## config.mk

```make
export PLATFORM = sky130hd
export DESIGN_NAME = tpz_queue
export DESIGN_NICKNAME = d
export VERILOG_FILES = /design/src/hdl/tpz_pkg.sv /design/src/hdl/tpz_queue.sv
export SDC_FILE = /design/constraint.sdc
export NUM_CORES = 1
export LEC_CHECK = 0
export BUFFER_PORTS_ARGS = -buffer_cell sky130_fd_sc_hd__buf_2
export CORE_MARGIN = 3
export CORE_UTILIZATION = 46
export CTS_CLUSTER_DIAMETER = 60
export DETAILED_ROUTE_END_ITERATION = 10
export GPL_ROUTABILITY_DRIVEN = 0
export PLACE_DENSITY = 0.72
export SETUP_SLACK_MARGIN = 0.15
export SLEW_MARGIN = 15
export SYNTH_ARGS = -nofsm -noshare
export SYNTH_HDL_FRONTEND = slang
export SYNTH_SLANG_ARGS = --single-unit
```

## constraint.sdc

```tcl
create_clock -name clk -period 11.1 [get_ports clk]
set_input_delay 0.555 -clock clk [delete_from_list [all_inputs] [get_ports clk]]
set_output_delay 0.555 -clock clk [all_outputs]
set_load 0.02 [all_outputs]
```

## src/hdl/tpz_pkg.sv

```systemverilog
// shared types, constants and codes of the torus point depth-buffer plotter
`timescale 1ns / 1ps
package tpz_pkg;

	// default screen size
	localparam int SCREEN_WIDTH_DEF  = 200;
	localparam int SCREEN_HEIGHT_DEF = 160;

	// datapath widths
	localparam int DEN_W    = 50;
	localparam int ACC_W    = 64;
	localparam int MUL_A_W  = 34;
	localparam int MUL_B_W  = 18;
	localparam int PROD_W   = MUL_A_W + MUL_B_W;
	localparam int Q_FRAC   = 14;
	localparam int SPLIT    = 24;
	localparam int DQ_SHIFT = 57;
	localparam int LUM_SHIFT = 53;
	localparam int SHADE_MAX = 11;
	localparam int DEPTH_W  = 16;
	localparam int SHADE_W  = 4;
	localparam int IDX_W    = 15;
	localparam int MEM_W    = DEPTH_W + SHADE_W;

	localparam logic [SHADE_W-1:0] BLANK = 4'd12;
	localparam logic signed [DEN_W-1:0] FIVE_Q42 = DEN_W'(5) <<< 42;
	localparam logic signed [17:0] TWO_Q14 = 18'sd32768;

	// action codes
	localparam logic [1:0] ACT_CLEAR = 2'd0;
	localparam logic [1:0] ACT_PLOT  = 2'd1;
	localparam logic [1:0] ACT_READ  = 2'd2;

	// register indexes
	localparam logic [1:0] CFG_COS_A = 2'd0;
	localparam logic [1:0] CFG_SIN_A = 2'd1;
	localparam logic [1:0] CFG_COS_B = 2'd2;
	localparam logic [1:0] CFG_SIN_B = 2'd3;

	// register reset values
	localparam logic signed [15:0] COS_RST = 16'sd8852;
	localparam logic signed [15:0] SIN_RST = 16'sd13787;

	// command queue
	localparam int Q_DEPTH = 2;
	localparam int Q_PTR_W = 1;

	typedef enum logic [1:0] {
		KIND_CLEAR = 2'd0,
		KIND_PLOT  = 2'd1,
		KIND_READ  = 2'd2,
		KIND_NONE  = 2'd3
	} kind_t;

	typedef struct packed {
		kind_t                    kind;
		logic signed [15:0]       ct;
		logic signed [15:0]       st;
		logic signed [15:0]       cp;
		logic signed [15:0]       sp;
		logic signed [17:0]       h;
		logic [IDX_W-1:0]         idx;
		logic                     idx_ok;
	} cmd_t;

	typedef struct packed {
		logic signed [15:0] cos_a;
		logic signed [15:0] sin_a;
		logic signed [15:0] cos_b;
		logic signed [15:0] sin_b;
	} cfg_t;

	typedef struct packed {
		logic [SHADE_W-1:0] shade;
		logic               updated;
		logic [IDX_W-1:0]   index;
	} res_t;

	typedef struct packed {
		logic init_busy;
	} stat_t;

endpackage

```

## src/hdl/tpz_queue.sv

```systemverilog
// short command queue between the front and back ends
`timescale 1ns / 1ps
module tpz_queue
	import tpz_pkg::*;
(
	input  logic clk,
	input  logic arst_n,
	input  logic push,
	input  cmd_t din,
	output logic full,
	input  logic pop,
	output cmd_t dout,
	output logic valid
);

	cmd_t               entry_q [Q_DEPTH];
	logic [Q_PTR_W-1:0] wr_ptr_q;
	logic [Q_PTR_W-1:0] rd_ptr_q;
	logic [Q_PTR_W:0]   count_q;

	assign full  = count_q == (Q_PTR_W + 1)'(Q_DEPTH);
	assign valid = count_q != '0;
	assign dout  = entry_q[rd_ptr_q];

	// pointers and fill count
	always_ff @(posedge clk or negedge arst_n) begin
		if (!arst_n) begin
			wr_ptr_q <= '0;
			rd_ptr_q <= '0;
			count_q  <= '0;
		end else begin
			if (push) wr_ptr_q <= wr_ptr_q + 1'b1;
			if (pop)  rd_ptr_q <= rd_ptr_q + 1'b1;
			if (push && !pop)      count_q <= count_q + 1'b1;
			else if (pop && !push) count_q <= count_q - 1'b1;
		end
	end

	// storage
	always_ff @(posedge clk) begin
		if (push) entry_q[wr_ptr_q] <= din;
	end

endmodule

```

==> out/metrics.yaml, run 1 <==
dp.cells: 745
gr-total-overflow: 0
fin_skew_ns: 0.00975
postRouteWirelength_mm: 13.7
drc: 0
synth-seq-area-share_pct: 77.7
synth_xor_xnor_area_share_pct: 0.558
avgViaCountPerCell: 4.83
portBuffers: 205
nets: 654
finalHoldViolCount: 0
cp.arrival_ns: 3.00
ys_types: 15
syn_nets: 432
area_delta_synth_final_pct: 22.1
powerDensity_mw_per_mm2: 266
netlist_instances: 327
core-area_sq_mm: 0.0166
place_area_sq_mm: 0.00900
setup.worst_path.end: "dout[75]"
start_util_pct: 47.2
status: "complete, no violations"
row_count: 47
whs_path_depth: 1
gr-usage-all-layers_pct: 13.9
fillerInstances: 1280
layout-drive-gt1-share_pct: 59.9
synth_seq_cells: 204
post-route-min-period_ns: 3.56
drv_slew: 0
chipWidth_um: 137
ys_warn_count: 0
dp_hpwl_mm: 9.03
timing.critical_path.from_type: "flip-flop"
p_leak_uw: 0.00386
synth_top_area_share_pct: 76.5
fin_setup_tns_ns: 0
grt_pass1_wl_mm: 20.1
cts-buffers-inserted: 21
clock_sinks: 204
fmax_ghz: 0.281
fin_area_sq_mm: 0.00959
finalSetupViolations: 0
grt_pass1_vias: 3899
r2r_start: "wr_ptr_q$_DFFE_PN0P_"
slew_headroom_pct: 24.2
crit_start: "rd_ptr_q$_DFFE_PN0P_"
final_common_cell: "buf_2"
rsz0062_at_grt: "no"
vias: 3771
synth-adder-area-share_pct: 0.159
synth_top_family_by_area: "multiplexers"
r2r_slack_ns: 8.93
cts_setup_buffers: 0
die_h_um: 137
clockBufferDepth: 3
preCtsSetupSlack_ns: 8.01
syn-mean-instance-area_sq_um: 24.0
r2r_cells: 2
worst_ir_drop_vdd_v: 0.000173
clk_pin_slew_worst_paths_ns: 0.06
mostFrequentLayoutCells: "buf_2 (205), edfxtp_1 (200), mux2_4 (90)"
ioPinCount: 206
netlist_area_sq_mm: 0.00786
critPathRequiredTime_ns: 10.55
r2r_end: "entry_q[1][59]$_DFFE_PP_"
synth-simple-area-share_pct: 0.366
drtIter0Drc: 217
cap_violations: 0
yosys-mux-area-fraction_pct: 18.6
antenna_found_initial: 1
dr.pass1.iters: 4
worstSetupPathType: "flip-flop to primary output"
period_share_pct: 32.0
netlist_top_cells_area: "edfxtp_1 (76%), mux2_4 (17%), buf_12 (2.3%), mux2_2 (1.4%), dfrtp_1 (1.3%)"
hp-class: "input port to flip-flop"
htree_levels: 1
ant_nets: 0
dieArea_sq_mm: 0.0187
instances_no_fill: 781
wl_per_cell_um: 17.6
worst_pin_slew_ns: 1.14
clock_latency_ns: 0.48
grt_max_degree: 60
cts_root_buf: "clkbuf_16"
setup_slack_ns: 7.54
crit_path_end_kind: "primary output"
worstPathMaxFanout: 59
synth_compound_area_share_pct: 0
cts_tree: "yes"
synth_area_leader_cell: "edfxtp_1"
[registers in the layout (all words and copies together), names as in the netlist]
name	count
entry_q	200
wr_ptr_q	1
rd_ptr_q	1
count_q	2
[synth_stat cells]
cell type / count
buf_12: 9
edfxtp_1: 200
nor2_1: 1
mux2_2: 10
xor2_1: 4
buf_2: 1
or2_2: 1
xnor2_1: 1
ha_1: 1
nor2b_1: 2
mux2_4: 90
inv_1: 1
and2_1: 1
dfrtp_1: 4
buf_6: 1
[critical path: stages (launching register included)]
cell and delay [ns]:
dfrtp_4 1.17, buf_4 0.76, mux2_2 0.40, buf_2 0.16
[cell type report]
type	count	area [sq um]	area share (%)
clock inverter	6	26.3	0.274
clock buffer	27	548	5.71
multi-input combinational	111	1560	16.3
antenna	2	5.00	0.0522
inverter	1	3.75	0.0391
sequential	204	6110	63.7
tap	220	275	2.87
timing repair buffer	210	1070	11.1
[logic make-up after synthesis]
group	count (synthesis)
xor+xnor	5
fa+ha+maj	1
buf+inv	12
flops	204
mux	100
simple gates	5
[power by group]
part | total [uW] | internal [uW] | switching (uW) | leakage (uW)
sequential | 1120 | 1020 | 98.1 | 0.00192
combinational | 830 | 390 | 440 | 0.00166
clock | 599 | 344 | 255 | 0.000274
total | 2550 | 1760 | 794 | 0.00386
[worst min path at each step]
| stage | from | to | slack (ns) |
|---|---|---|---|
| 2_1_floorplan | arst_n | count_q[0]$_DFFE_PN0P_ | 0.26 |
| 3_3_place_gp | arst_n | count_q[0]$_DFFE_PN0P_ | 0.36 |
| 6_report | din[18] | entry_q[1][18]$_DFFE_PP_ | 0.26 |
| 5_1_grt | din[30] | entry_q[0][30]$_DFFE_PP_ | 0.24 |
| 4_1_cts | din[91] | entry_q[0][91]$_DFFE_PP_ | 0.24 |
| 3_5_place_dp | arst_n | wr_ptr_q$_DFFE_PN0P_ | 0.36 |
[stage by stage]
stage	util [%]	hold slack, ns	power, uW
6_report	57.6	0.261	2550
2_1_floorplan	-	0.259	1810
3_3_place_gp	54.1	0.361	1960
5_1_grt	57.6	0.242	2670
3_5_place_dp	54.1	0.364	1980
4_1_cts	57.6	0.239	2590
[timing repair]
action                                 CTS  global route
endpoints found under the hold margin    4             0
gates resized for setup                  0             0
setup endpoints to repair                0             0
hold buffers                             1             0
[per-layer routing]
metal	vias to the layer above	GRT usage, %	part of all wire [%]
met5	-	0	0
met3	26	4.60	9.1
met4	0	3.81	2.4
li1	1733	-	-
met1	1864	17.0	38
met2	148	23.8	50
No activity file was read; power rests on OpenSTA's default activity.
==> run 2, diff against run 1 <==
Settings changed: PLACE_DENSITY 0.72 to 0.75.
Clock period 11.1 ns to 3 ns, I/O delays scaled along.
==> out/metrics.yaml, run 2 (synthesis results as in run 1) <==
dp_hpwl_mm: 9.44  # +4.5%
finalHoldViolCount: 0  # unchanged
dr.pass1.iters: 4  # unchanged
hp-class: "input port to flip-flop"
chipWidth_um: 137  # unchanged
instances_no_fill: 887  # +14%
critPathRequiredTime_ns: 2.85  # -7.70 ns
antenna_found_initial: 0  # -1
crit_path_end_kind: "primary output"
clock_latency_ns: 0.48  # about the same
cts_setup_buffers: 0  # unchanged
largest-register: "entry_q"
area_delta_synth_final_pct: 36.2
diodes: 0  # -2
cp_slowest_stage_delay_ns: 0.56  # -0.61 ns
fin_skew_ns: 0.00588  # -0.00387 ns
cp_slowest_cell: "dfrtp_4"
grt_pass1_vias: 4643  # +19%
mostFrequentLayoutCells: "buf_2 (205), edfxtp_1 (200), dlygate4sd3_1 (104)"
fin_setup_tns_ns: 0  # unchanged
cts-buffers-inserted: 21  # unchanged
gr-usage-all-layers_pct: 15.8  # +1.9 points
cp.arrival_ns: 2.10  # -0.90 ns
whs_ns: 0.392  # +0.130 ns
utilization_pct: 64.3  # +6.6 points
worstHoldStart: "din[32]"
rsz0062_at_grt: "no"
nets: 758  # +16%
final_common_cell: "buf_2"
worstSetupPathType: "flip-flop to primary output"
slew_headroom_pct: 53.4  # +29 points
finalSetupViolations: 0  # unchanged
powerDensity_mw_per_mm2: 909  # +240%
ioPinCount: 206  # unchanged
worst_pin_slew_ns: 0.700  # -0.438 ns
drtIter0Drc: 266  # +23%
worstPathMaxFanout: 30  # -49%
whs_path_depth: 2  # +1
wl_per_cell_um: 17.3  # -1.5%
r2r_slack_ns: 1.22  # -7.71 ns
r2r_end: "entry_q[1][87]$_DFFE_PP_"
p_leak_uw: 0.00432  # +12%
fmax_ghz: 0.445
grt_pass1_wl_mm: 23.1  # +15%
critical_path.cell_chain: "buf_4 > mux2_4 > buf_2"
clock_sinks: 204  # unchanged
ctsResizeCount: 0  # unchanged
largest_reg_flops: 200  # unchanged
cap_violations: 0  # unchanged
dp.cells: 746  # +0.13%
drc: 0  # unchanged
clockBufferDepth: 3  # unchanged
largestRegisters: "entry_q x200, count_q x2"
hold_end: "entry_q[1][32]$_DFFE_PP_"
r2r_cells: 2  # unchanged
cts_root_buf: "clkbuf_16"
core-area_sq_mm: 0.0166  # unchanged
htree_levels: 1  # unchanged
drv_slew: 0  # unchanged
holdBufCountCts: 104  # +103
start_util_pct: 47.2  # unchanged
cts_tree: "yes"
dieArea_sq_mm: 0.0187  # unchanged
avgViaCountPerCell: 4.75  # -1.6%
postRouteWirelength_mm: 15.4  # +12%
status: "complete, no violations"
worst_ir_drop_vdd_v: 0.000734  # +320%
ant_nets: 0  # unchanged
vias: 4213  # +12%
post-route-min-period_ns: 2.25
layout-drive-gt1-share_pct: 51.0  # -9.0 points
grt_max_degree: 59  # -1.7%
clk_pin_slew_worst_paths_ns: 0.06  # about the same
timing.critical_path.from_type: "flip-flop"
portBuffers: 205  # unchanged
period_share_pct: 74.9
die_h_um: 137  # unchanged
r2r_start: "wr_ptr_q$_DFFE_PN0P_"
gr-total-overflow: 0  # unchanged
row_count: 47  # unchanged
run 2: layout make-up:
class                           instances  area (sq um)
Sequential cell                       204          6110
Clock buffer                           29           556
Tap cell                              220           275
Inverter                                1          3.75
Timing Repair Buffer                  314          2130
Multi-Input combinational cell        111          1560
Clock inverter                          8          66.3
Fill cell                            1122          5940
run 2: how the worst max path moves through the flow:
| stage | from | endpoint | slack, ns | cells past startpoint |
|---|---|---|---|---|
| 6_report | rd_ptr_q$_DFFE_PN0P_ | dout[39] | 0.75 | 3 |
| 5_1_grt | rd_ptr_q$_DFFE_PN0P_ | dout[39] | 0.67 | 3 |
| 4_1_cts | rd_ptr_q$_DFFE_PN0P_ | dout[49] | 0.74 | 3 |
| 3_5_place_dp | wr_ptr_q$_DFFE_PN0P_ | entry_q[1][93]$_DFFE_PP_ | 1.18 | 2 |
| 3_3_place_gp | wr_ptr_q$_DFFE_PN0P_ | entry_q[1][81]$_DFFE_PP_ | 1.22 | 2 |
| 2_1_floorplan | wr_ptr_q$_DFFE_PN0P_ | entry_q[0][0]$_DFFE_PP_ | 0.67 | 1 |
run 2: stage by stage:
stage,instance area (sq um),power [uW],setup WS [ns]
2_1_floorplan,7860,6640,0.669
3_3_place_gp,9040,7260,1.22
3_5_place_dp,9040,7350,1.18
4_1_cts,10700,9830,0.739
5_1_grt,10700,10100,0.675
6_report,10700,9720,0.752
run 2: worst max-delay path: cells and delay by family (launching register included):
family	cells	cell delay, ns
muxes	1	0.35
DFF	1	0.56
buffers and inverters	2	0.67
run 2: routing by layer:
metal	vias up	GRT usage, %	part of all wire (%)
met1	2079	17.4	38
met3	28	4.15	7.1
met5	-	0	0
li1	1949	-	-
met2	157	30.0	53
met4	0	4.14	2.1
run 2: power by group:
part	switching, uW	total, uW	internal (uW)
sequential	196	3990	3790
clock	973	2350	1380
combinational	1850	3380	1540
